File: src/rtl/core/drp_pkg.sv
// DNS reply parser: shared types and constants.
// Parse phase encoding, verdict codes and the parse-to-result status struct.
// No dependencies.
`default_nettype none

package drp_pkg;

  localparam int unsigned HDR_LEN = 12;

  typedef enum logic [3:0] {
    PH_HDR     = 4'd0,
    PH_QLAB    = 4'd1,
    PH_QSKIP   = 4'd2,
    PH_QTAIL   = 4'd3,
    PH_ALAB    = 4'd4,
    PH_ASKIP   = 4'd5,
    PH_ATYPE   = 4'd6,
    PH_ATTL    = 4'd7,
    PH_ARDLEN  = 4'd8,
    PH_AADDR   = 4'd9,
    PH_ARDSKIP = 4'd10,
    PH_DONE    = 4'd11
  } phase_t;

  localparam logic [2:0] V_FOUND   = 3'd0;
  localparam logic [2:0] V_SERVERR = 3'd1;
  localparam logic [2:0] V_NOANS   = 3'd2;
  localparam logic [2:0] V_NOADDR  = 3'd3;
  localparam logic [2:0] V_IGNORED = 3'd4;

  // Name length byte that starts a compression pointer has top bits 11.
  localparam logic [1:0] PTR_MARK = 2'b11;
  // Bytes left after a name: type + class, plus one more for a pointer.
  localparam logic [15:0] TAIL_PLAIN = 16'd4;
  localparam logic [15:0] TAIL_PTR   = 16'd5;
  localparam logic [15:0] A_RDLEN    = 16'd4;
  localparam logic [2:0]  TTL_BYTES  = 3'd4;
  localparam logic [2:0]  RDLEN_BYTES = 3'd2;
  localparam logic [2:0]  ADDR_BYTES = 3'd4;

  // Packet status after the current byte has been taken.
  typedef struct packed {
    phase_t      phase;
    logic [15:0] header_id;
    logic [15:0] header_control;
    logic [2:0]  packet_verdict;
    logic [31:0] ttl_accum;
    logic [31:0] address_accum;
  } parse_view_t;

endpackage

`default_nettype wire

File: src/rtl/core/drp_parse_core.sv
// DNS reply parser: byte walker. Holds the per-packet parse state and
// computes its update for one byte. Depends on drp_pkg.
`default_nettype none

module drp_parse_core (
  input  wire logic               clk,
  input  wire logic               rst,
  input  wire logic               advance,    // take pkt_byte this cycle
  input  wire logic               last_byte,  // packet ends with this byte
  input  wire logic [7:0]         pkt_byte,
  output drp_pkg::parse_view_t    view        // state after this byte
);
  import drp_pkg::*;

  phase_t      parse_phase,      parse_phase_next;
  logic [15:0] byte_index,       byte_index_next;
  logic [15:0] header_id,        header_id_next;
  logic [15:0] header_control,   header_control_next;
  logic [15:0] questions_left,   questions_left_next;
  logic [15:0] answers_left,     answers_left_next;
  logic [15:0] skip_left,        skip_left_next;
  logic [2:0]  field_byte_count, field_byte_count_next;
  logic [31:0] ttl_accum,        ttl_accum_next;
  logic [15:0] rdata_length,     rdata_length_next;
  logic [31:0] address_accum,    address_accum_next;
  logic [2:0]  packet_verdict,   packet_verdict_next;

  logic [15:0] skip_dec;
  logic [15:0] ans_dec;
  logic [15:0] q_dec;
  logic [2:0]  fbc_inc;
  logic [15:0] rdlen_shift;

  always_comb begin
    skip_dec    = skip_left - 16'd1;
    ans_dec     = (answers_left != 16'd0) ? answers_left - 16'd1 : answers_left;
    q_dec       = questions_left - 16'd1;
    fbc_inc     = field_byte_count + 3'd1;
    rdlen_shift = {rdata_length[7:0], pkt_byte};

    parse_phase_next      = parse_phase;
    header_id_next        = header_id;
    header_control_next   = header_control;
    questions_left_next   = questions_left;
    answers_left_next     = answers_left;
    skip_left_next        = skip_left;
    field_byte_count_next = field_byte_count;
    ttl_accum_next        = ttl_accum;
    rdata_length_next     = rdata_length;
    address_accum_next    = address_accum;
    packet_verdict_next   = packet_verdict;

    unique case (parse_phase)
      PH_HDR: begin
        case (byte_index)
          16'd0: header_id_next      = {pkt_byte, 8'h00};
          16'd1: header_id_next      = {header_id[15:8], pkt_byte};
          16'd2: header_control_next = {pkt_byte, 8'h00};
          16'd3: header_control_next = {header_control[15:8], pkt_byte};
          16'd4: questions_left_next = {pkt_byte, 8'h00};
          16'd5: questions_left_next = {questions_left[15:8], pkt_byte};
          16'd6: answers_left_next   = {pkt_byte, 8'h00};
          16'd7: answers_left_next   = {answers_left[15:8], pkt_byte};
          default: ;
        endcase
        if (byte_index == 16'(HDR_LEN - 1)) begin
          if (answers_left == 16'd0) begin
            packet_verdict_next = V_NOANS;
            parse_phase_next    = PH_DONE;
          end else begin
            parse_phase_next = (questions_left != 16'd0) ? PH_QLAB : PH_ALAB;
          end
        end
      end
      PH_QLAB, PH_ALAB: begin
        if (pkt_byte == 8'h00) begin
          skip_left_next   = TAIL_PLAIN;
          parse_phase_next = (parse_phase == PH_QLAB) ? PH_QTAIL : PH_ATYPE;
        end else if (pkt_byte[7:6] == PTR_MARK) begin
          skip_left_next   = TAIL_PTR;
          parse_phase_next = (parse_phase == PH_QLAB) ? PH_QTAIL : PH_ATYPE;
        end else begin
          skip_left_next   = {8'h00, pkt_byte};
          parse_phase_next = (parse_phase == PH_QLAB) ? PH_QSKIP : PH_ASKIP;
        end
      end
      PH_QSKIP: begin
        skip_left_next = skip_dec;
        if (skip_dec == 16'd0) parse_phase_next = PH_QLAB;
      end
      PH_ASKIP: begin
        skip_left_next = skip_dec;
        if (skip_dec == 16'd0) parse_phase_next = PH_ALAB;
      end
      PH_QTAIL: begin
        skip_left_next = skip_dec;
        if (skip_dec == 16'd0) begin
          questions_left_next = q_dec;
          parse_phase_next    = (q_dec != 16'd0) ? PH_QLAB : PH_ALAB;
        end
      end
      PH_ATYPE: begin
        skip_left_next = skip_dec;
        if (skip_dec == 16'd0) begin
          parse_phase_next      = PH_ATTL;
          field_byte_count_next = 3'd0;
          ttl_accum_next        = 32'd0;
        end
      end
      PH_ATTL: begin
        ttl_accum_next        = {ttl_accum[23:0], pkt_byte};
        field_byte_count_next = fbc_inc;
        if (fbc_inc >= TTL_BYTES) begin
          parse_phase_next      = PH_ARDLEN;
          field_byte_count_next = 3'd0;
          rdata_length_next     = 16'd0;
        end
      end
      PH_ARDLEN: begin
        rdata_length_next     = rdlen_shift;
        field_byte_count_next = fbc_inc;
        if (fbc_inc >= RDLEN_BYTES) begin
          field_byte_count_next = 3'd0;
          if (rdlen_shift == A_RDLEN) begin
            parse_phase_next   = PH_AADDR;
            address_accum_next = 32'd0;
          end else if (rdlen_shift == 16'd0) begin
            answers_left_next = ans_dec;
            parse_phase_next  = (ans_dec != 16'd0) ? PH_ALAB : PH_DONE;
          end else begin
            skip_left_next   = rdlen_shift;
            parse_phase_next = PH_ARDSKIP;
          end
        end
      end
      PH_AADDR: begin
        address_accum_next    = {address_accum[23:0], pkt_byte};
        field_byte_count_next = fbc_inc;
        if (fbc_inc >= ADDR_BYTES) begin
          packet_verdict_next = V_FOUND;
          parse_phase_next    = PH_DONE;
        end
      end
      PH_ARDSKIP: begin
        skip_left_next = skip_dec;
        if (skip_dec == 16'd0) begin
          answers_left_next = ans_dec;
          parse_phase_next  = (ans_dec != 16'd0) ? PH_ALAB : PH_DONE;
        end
      end
      PH_DONE: ;
      default: ;
    endcase

    byte_index_next = (byte_index != 16'hFFFF) ? byte_index + 16'd1 : byte_index;
  end

  always_comb begin
    view.phase          = parse_phase_next;
    view.header_id      = header_id_next;
    view.header_control = header_control_next;
    view.packet_verdict = packet_verdict_next;
    view.ttl_accum      = ttl_accum_next;
    view.address_accum  = address_accum_next;
  end

  // Control state; the last byte of a packet returns everything to reset.
  always_ff @(posedge clk) begin
    if (rst || (advance && last_byte)) begin
      parse_phase      <= PH_HDR;
      byte_index       <= 16'd0;
      header_id        <= 16'd0;
      header_control   <= 16'd0;
      questions_left   <= 16'd0;
      answers_left     <= 16'd0;
      skip_left        <= 16'd0;
      field_byte_count <= 3'd0;
      ttl_accum        <= 32'd0;
      rdata_length     <= 16'd0;
      address_accum    <= 32'd0;
      packet_verdict   <= V_NOADDR;
    end else if (advance) begin
      parse_phase      <= parse_phase_next;
      byte_index       <= byte_index_next;
      header_id        <= header_id_next;
      header_control   <= header_control_next;
      questions_left   <= questions_left_next;
      answers_left     <= answers_left_next;
      skip_left        <= skip_left_next;
      field_byte_count <= field_byte_count_next;
      ttl_accum        <= ttl_accum_next;
      rdata_length     <= rdata_length_next;
      address_accum    <= address_accum_next;
      packet_verdict   <= packet_verdict_next;
    end
  end

endmodule

`default_nettype wire

File: src/rtl/core/drp_result_reg.sv
// DNS reply parser: verdict logic and result register.
// Turns the parse status at a last byte into one result item. Depends on drp_pkg.
`default_nettype none

module drp_result_reg (
  input  wire logic               clk,
  input  wire logic               rst,
  input  wire logic               load,        // last byte taken this cycle
  input  wire drp_pkg::parse_view_t view,
  input  wire logic [31:0]        source_ip,
  input  wire logic [31:0]        primary_server_ip,
  input  wire logic [31:0]        backup_server_ip,
  input  wire logic               m_tready,
  output logic                    m_tvalid,
  // {address, ttl_seconds, rcode, query_id, verdict}, verdict in the low bits
  output logic [87:0]             m_tdata
);
  import drp_pkg::*;

  logic [2:0]  verdict;
  logic        ignored;
  logic [31:0] ttl_sel;
  logic [31:0] addr_sel;

  always_comb begin
    ignored = ((source_ip != primary_server_ip) && (source_ip != backup_server_ip))
           || (view.phase == PH_HDR)
           || !view.header_control[15]
           || view.header_control[9];
    if (ignored)
      verdict = V_IGNORED;
    else if (view.header_control[3:0] != 4'd0)
      verdict = V_SERVERR;
    else
      verdict = view.packet_verdict;
    ttl_sel  = (verdict == V_FOUND) ? view.ttl_accum     : 32'd0;
    addr_sel = (verdict == V_FOUND) ? view.address_accum : 32'd0;
  end

  always_ff @(posedge clk) begin
    if (rst) begin
      m_tvalid <= 1'b0;
    end else if (load) begin
      m_tvalid <= 1'b1;
    end else if (m_tready) begin
      m_tvalid <= 1'b0;
    end
  end

  always_ff @(posedge clk) begin
    if (load) begin
      m_tdata <= {1'b0, addr_sel, ttl_sel, view.header_control[3:0],
                  view.header_id, verdict};
    end
  end

endmodule

`default_nettype wire

File: src/rtl/core/dns_response_parser_top.sv
// DNS reply parser top level: input register, server address registers,
// byte walker and result register. Depends on drp_pkg, drp_parse_core,
// drp_result_reg.
`default_nettype none

// Takes a DNS reply as a stream of UDP payload bytes, one byte per item, with
// the sender address beside each byte, and gives one result item for the
// item that carries tlast: verdict (0 address found, 1 server error, 2 no
// answers, 3 no address record or packet ended early, 4 ignored), query id,
// rcode, and the TTL and IPv4 address of the first answer record whose data
// is four bytes long (zero unless the verdict is 0). Replies from a sender
// other than the primary or backup server, packets under 12 bytes,
// non-responses and truncated replies are ignored. Compression pointers are
// followed only as name terminators; bytes after the answer walk ends are
// ignored. Rate: one byte per clock while no last byte waits for the result
// register. A byte passes through the input register; the parse logic then
// updates the packet state from it and, for a last byte, loads the result
// register that offers the result item. Bytes that are not a packet's last
// keep flowing while a result waits; only a last byte waits for the result
// register to drain. The server addresses are written through the cfg port
// (index 0 primary, index 1 backup); the user must write them only while no
// packet is in flight, which the block itself does not enforce.
module dns_response_parser_top (
  input  wire logic        clk,
  input  wire logic        rst,
  // config write port
  input  wire logic        cfg_wr_en,
  input  wire logic        cfg_index,
  input  wire logic [31:0] cfg_data,
  // byte stream in
  input  wire logic        s_tvalid,
  output logic             s_tready,
  input  wire logic [39:0] s_tdata,   // {source_ip, pkt_byte}, pkt_byte in [7:0]
  input  wire logic        s_tlast,   // last_byte
  // result stream out
  output logic             m_tvalid,
  input  wire logic        m_tready,
  output logic [87:0]      m_tdata    // {address, ttl_seconds, rcode, query_id, verdict}
);
  import drp_pkg::*;

  localparam logic CFG_PRIMARY = 1'b0;
  localparam logic CFG_BACKUP  = 1'b1;

  logic [31:0] primary_server_ip;
  logic [31:0] backup_server_ip;

  // input register
  logic        in_valid;
  logic [7:0]  in_byte;
  logic        in_last;
  logic [31:0] in_src;
  logic        advance;

  parse_view_t view;

  always_ff @(posedge clk) begin
    if (rst) begin
      primary_server_ip <= 32'd0;
      backup_server_ip  <= 32'd0;
    end else if (cfg_wr_en) begin
      unique case (cfg_index)
        CFG_PRIMARY: primary_server_ip <= cfg_data;
        CFG_BACKUP:  backup_server_ip  <= cfg_data;
        default: ;
      endcase
    end
  end

  // A held byte moves on unless it is a last byte facing a full result slot.
  assign advance  = in_valid && (!in_last || !m_tvalid || m_tready);
  assign s_tready = !in_valid || advance;

  always_ff @(posedge clk) begin
    if (rst) begin
      in_valid <= 1'b0;
    end else if (s_tready) begin
      in_valid <= s_tvalid;
    end
  end

  always_ff @(posedge clk) begin
    if (s_tready && s_tvalid) begin
      in_byte <= s_tdata[7:0];
      in_src  <= s_tdata[39:8];
      in_last <= s_tlast;
    end
  end

  drp_parse_core u_parse (
    .clk       (clk),
    .rst       (rst),
    .advance   (advance),
    .last_byte (in_last),
    .pkt_byte  (in_byte),
    .view      (view)
  );

  drp_result_reg u_result (
    .clk               (clk),
    .rst               (rst),
    .load              (advance && in_last),
    .view              (view),
    .source_ip         (in_src),
    .primary_server_ip (primary_server_ip),
    .backup_server_ip  (backup_server_ip),
    .m_tready          (m_tready),
    .m_tvalid          (m_tvalid),
    .m_tdata           (m_tdata)
  );

endmodule

`default_nettype wire

File: config.mk
export PLATFORM = sky130hd
export DESIGN_NAME = dns_response_parser_top
export DESIGN_NICKNAME = d
export VERILOG_FILES = /design/src/rtl/core/drp_pkg.sv /design/src/rtl/core/drp_parse_core.sv /design/src/rtl/core/drp_result_reg.sv /design/src/rtl/core/dns_response_parser_top.sv
export SDC_FILE = /design/constraint.sdc
export NUM_CORES = 1
export LEC_CHECK = 0
export BUFFER_PORTS_ARGS = -buffer_cell sky130_fd_sc_hd__buf_2
export CAP_MARGIN = 20
export CORE_MARGIN = 2
export CORE_UTILIZATION = 60
export DETAILED_ROUTE_END_ITERATION = 10
export PLACE_DENSITY = 0.84
export REMOVE_ABC_BUFFERS = 1
export SLEW_MARGIN = 30
export SYNTH_ARGS = -nofsm -noshare
export SYNTH_HDL_FRONTEND = slang
export SYNTH_SLANG_ARGS = --single-unit
File: constraint.sdc
create_clock -name clk -period 10.5 [get_ports clk]
set_input_delay 2.1 -clock clk [delete_from_list [all_inputs] [get_ports clk]]
set_output_delay 2.1 -clock clk [all_outputs]
set_load 0.005 [all_outputs]
==> impl_results.md <==
* Worst r2r path cells at 11
* Setup_tns at 0 ns
* Clk root buf: clkbuf_16
* Area leader, netlist: dfxtp_1
* Clock tree sinks at around 360
* Core Util, Final at between 60% and 70%
* Cts bufs inserted at 38
* Total Power at 3.184 mW
* Maxcap violations at 0
* Max-slew violations at 0
* Worst path cell trace: buf_2, inv_1, nand4_1, buf_2
* CTS tree: done
* Gpl congestion at between 0.9 and 1
* Multi-input combinational cell area at approximately 0.008 mm2
* Slew @ Worst Pin at a little under 1 ns
* Synth Cell Area at approximately 0.017 mm2
* CP peak stage delay at 0.17 ns
* Pwr/cell area at 164.3 mW/mm2
* Most frequent cell after synthesis: dfxtp_1
* Levels on crit path at 4
* Hold Crit Class: reg -> reg
* Register area at 0.008528 mm2
* DRT iter0 DRCs at ~1500
* Synthesis-stage register bit count at ~360
* CP Buf/Inv Count at 3
* Crit Path Class: in -> out
* RSZ-0062 raised after global routing: no
* Top_reg_cell synth: dfxtp_1
* Top Family by Delay on Critical Path: buffers and inverters
* First-pass GRT wire length at between 70000 and 80000 um
* Post-route DRC violation count at 0
* Hold buffer count at CTS at 0
* Vias in the first global route at around 14000
* Period minus WS final at 4.685 ns
* WP data required at between 8 and 9 ns
* GRT Resource Usage Total at between 20 and 30%
* Reg2Reg Setup Slack at around 6.3 ns
* CTS H-Tree Depth at 2
* N_diodes at 0
* Avg Cell Area, Syn at 9.233 um2
* Pleak at between 6 and 7 nW
* Reg clk slew, reported paths at around 0.06 ns
* RR Endpoint: u_result.m_tdata[1]
* Bufs on Longest Clock Path at 3
* Setup violators final at 0
* First-pass iteration count of the detailed router at 6
* Crit path top cell by count: buf_2
* Detail Route Antenna Nets at 0
* Die X at around 170 um
* Core Footprint at about 0.028 mm2
* Slowest CP cell: buf_2
* Initial antenna violation count at 1
* Final Hold Fails at 0
* Commonest cells in the netlist: dfxtp_1 (234), nand2_1 (228), nor2_1 (198)
* Share of cells above drive strength 1 at roughly 16%
* IO Pins at between 150 and 200
* Maximum vdd drop at approximately 0.13 mV
* CP arrival at roughly 2.6 ns
* Startpoint Class: primary input
* Final period util at between 40 and 50%
* Synth-to-Final Area Change at 12.52%
* Post-synth ARST share at 0%
* Post-synthesis sequential area ratio at approximately 50%
* Initial core utilization at roughly three fifths
* Avg WL per Cell at ~19 um
* Crit path max fanout at 3
* Clock Latency Late Sink at between 0.5 and 0.6 ns
* Status: completed
* FF-to-FF Start: u_parse.skip_left[0]
* Total congestion overflow at 0
* Setup crit start: m_tready
* Vias at between 10000 and 15000
* Drt total wl at around 44000 um
* CP endpoint: s_tready
* Die area at about 0.03 mm2
* FP Rows at between 60 and 70
* CP Capture Type: primary output
* Finished Layout Cells at about 2400
* Fillers at 2147
* Post CTS Setup Buffer Count at 0
* CTS-repair resized insts at 0
* Syn. warnings at 0
* DR vias/cell at 6.267
* Placed cells at between 2000 and 2500
* Die H at between 150 and 200 um
* Largest net degree at the start of global routing at 84
* Share of the synthesized area in the top cell type at between 20% and 30%
* Clock Skews at approximately 0.014 ns
* Rel. slew slack at 35.40%
* Cells after synthesis at between 1500 and 2000
* I/O Buffers at between 150 and 200
* EDFF count, synth at 128
* Net count, final at 2029
* Distinct cells, synth at 76
* Final HPWL DP at ~27000 um
* Dominant cells by area after synthesis: dfxtp_1 (27%), edfxtp_1 (22%), nand2_1 (5.0%)
* Peak Freq at around 210 MHz
[cell usage in the layout (no fill, tap or decap), drive strengths merged, types with 22 or more instances in the layout]
cell    Yosys  final
o21ai      39     39
a22o       52     52
dfxtp     234    234
a22oi     107    107
nor3       38     38
nor2      198    198
clkbuf    120     54
nand4      32     32
a211oi     55     55
nor4       30     30
nand2     229    229
inv        20     22
xnor2      80     80
nand3      62     62
buf        41    193
a21oi     169    169
edfxtp    128    128
[state kept, by name, indices dropped and copies added (netlist names), 3 cells and up]
signal                    flops
u_result.m_tdata             87
backup_server_ip             32
in_src                       32
primary_server_ip            32
u_parse.address_accum        32
u_parse.ttl_accum            32
u_parse.answers_left         16
u_parse.byte_index           16
u_parse.header_id            16
u_parse.questions_left       16
u_parse.skip_left            16
in_byte                       8
u_parse.rdata_length          8
u_parse.header_control        6
u_parse.parse_phase           4
u_parse.field_byte_count      3
u_parse.packet_verdict        3
[area by class of cell]
class / count / share of cell area, %
sequential: 362 / 44.01
multi-input combinational: 1322 / 41.29
clock buffer: 54 / 5.689
timing repair buffer: 193 / 5.340
tap: 384 / 2.480
clock inverter: 16 / 0.8007
inverter: 20 / 0.3874
[metrics by stage]
stage	hold slack (ns)	setup WS (ns)	instance area [um2]
final	0.4561	5.815	19380
after global routing	0.4773	5.785	19380
after CTS	0.4548	5.819	19360
after detailed placement	0.4492	5.693	18110
after global placement	0.4411	5.697	18080
after floorplan	0.4357	3.922	16530
[power by group]
part / internal, mW / leakage (nW) / total (mW) / switching (mW)
registers: 1.49 / 3.19 / 1.52 / 0.0333
clock network: 0.787 / 0.620 / 1.34 / 0.552
logic: 0.111 / 3.12 / 0.324 / 0.213
[per-layer routing]
metal	share of wire, %	vias up	track usage, %	routed length (um)
li1	-	6913	-	-
met1	40	6896	37.75	17460
met2	47	766	46.05	20380
met3	8.8	156	4.539	3831
met4	4.2	2	11.79	1842
met5	0.030	-	0	13
[worst min-delay path by stage]
stage                                         start                         to  slack [ns]  cells after the start
final                          u_parse.header_id[3]       u_parse.header_id[3]        0.46                      2
after global routing           u_parse.header_id[3]       u_parse.header_id[3]        0.48                      2
after CTS                      u_parse.header_id[3]       u_parse.header_id[3]        0.45                      2
after detailed placement       u_parse.header_id[3]       u_parse.header_id[3]        0.45                      2
after global placement         u_parse.header_id[3]       u_parse.header_id[3]        0.44                      2
after floorplan           u_parse.packet_verdict[0]  u_parse.packet_verdict[0]        0.44                      2
[cells by family (layout without fill, tap and decap cells)]
group / after synthesis / in the layout / share of synthesized area [%]
AOI/OAI and AO/OA: 495 / 495 / 19.58
buffers and inverters: 181 / 283 / 4.418
xor gates and xnor gates: 97 / 97 / 4.933
and+or+nand+nor: 698 / 698 / 19.52
other: 1 / 1 / 0.02178
DFF: 362 / 362 / 49.52
muxes: 18 / 18 / 1.054
adders and majority gates: 13 / 13 / 0.9446
[tightest hold or removal path: cells and delay by family (launching register included)]
kind	cells	cell delay (ns)
AO/OA/AOI/OAI	1	0.05
flip-flops	1	0.31
AND/OR/NAND/NOR	1	0.05
Note: power is estimated with default switching activity, not from simulation.
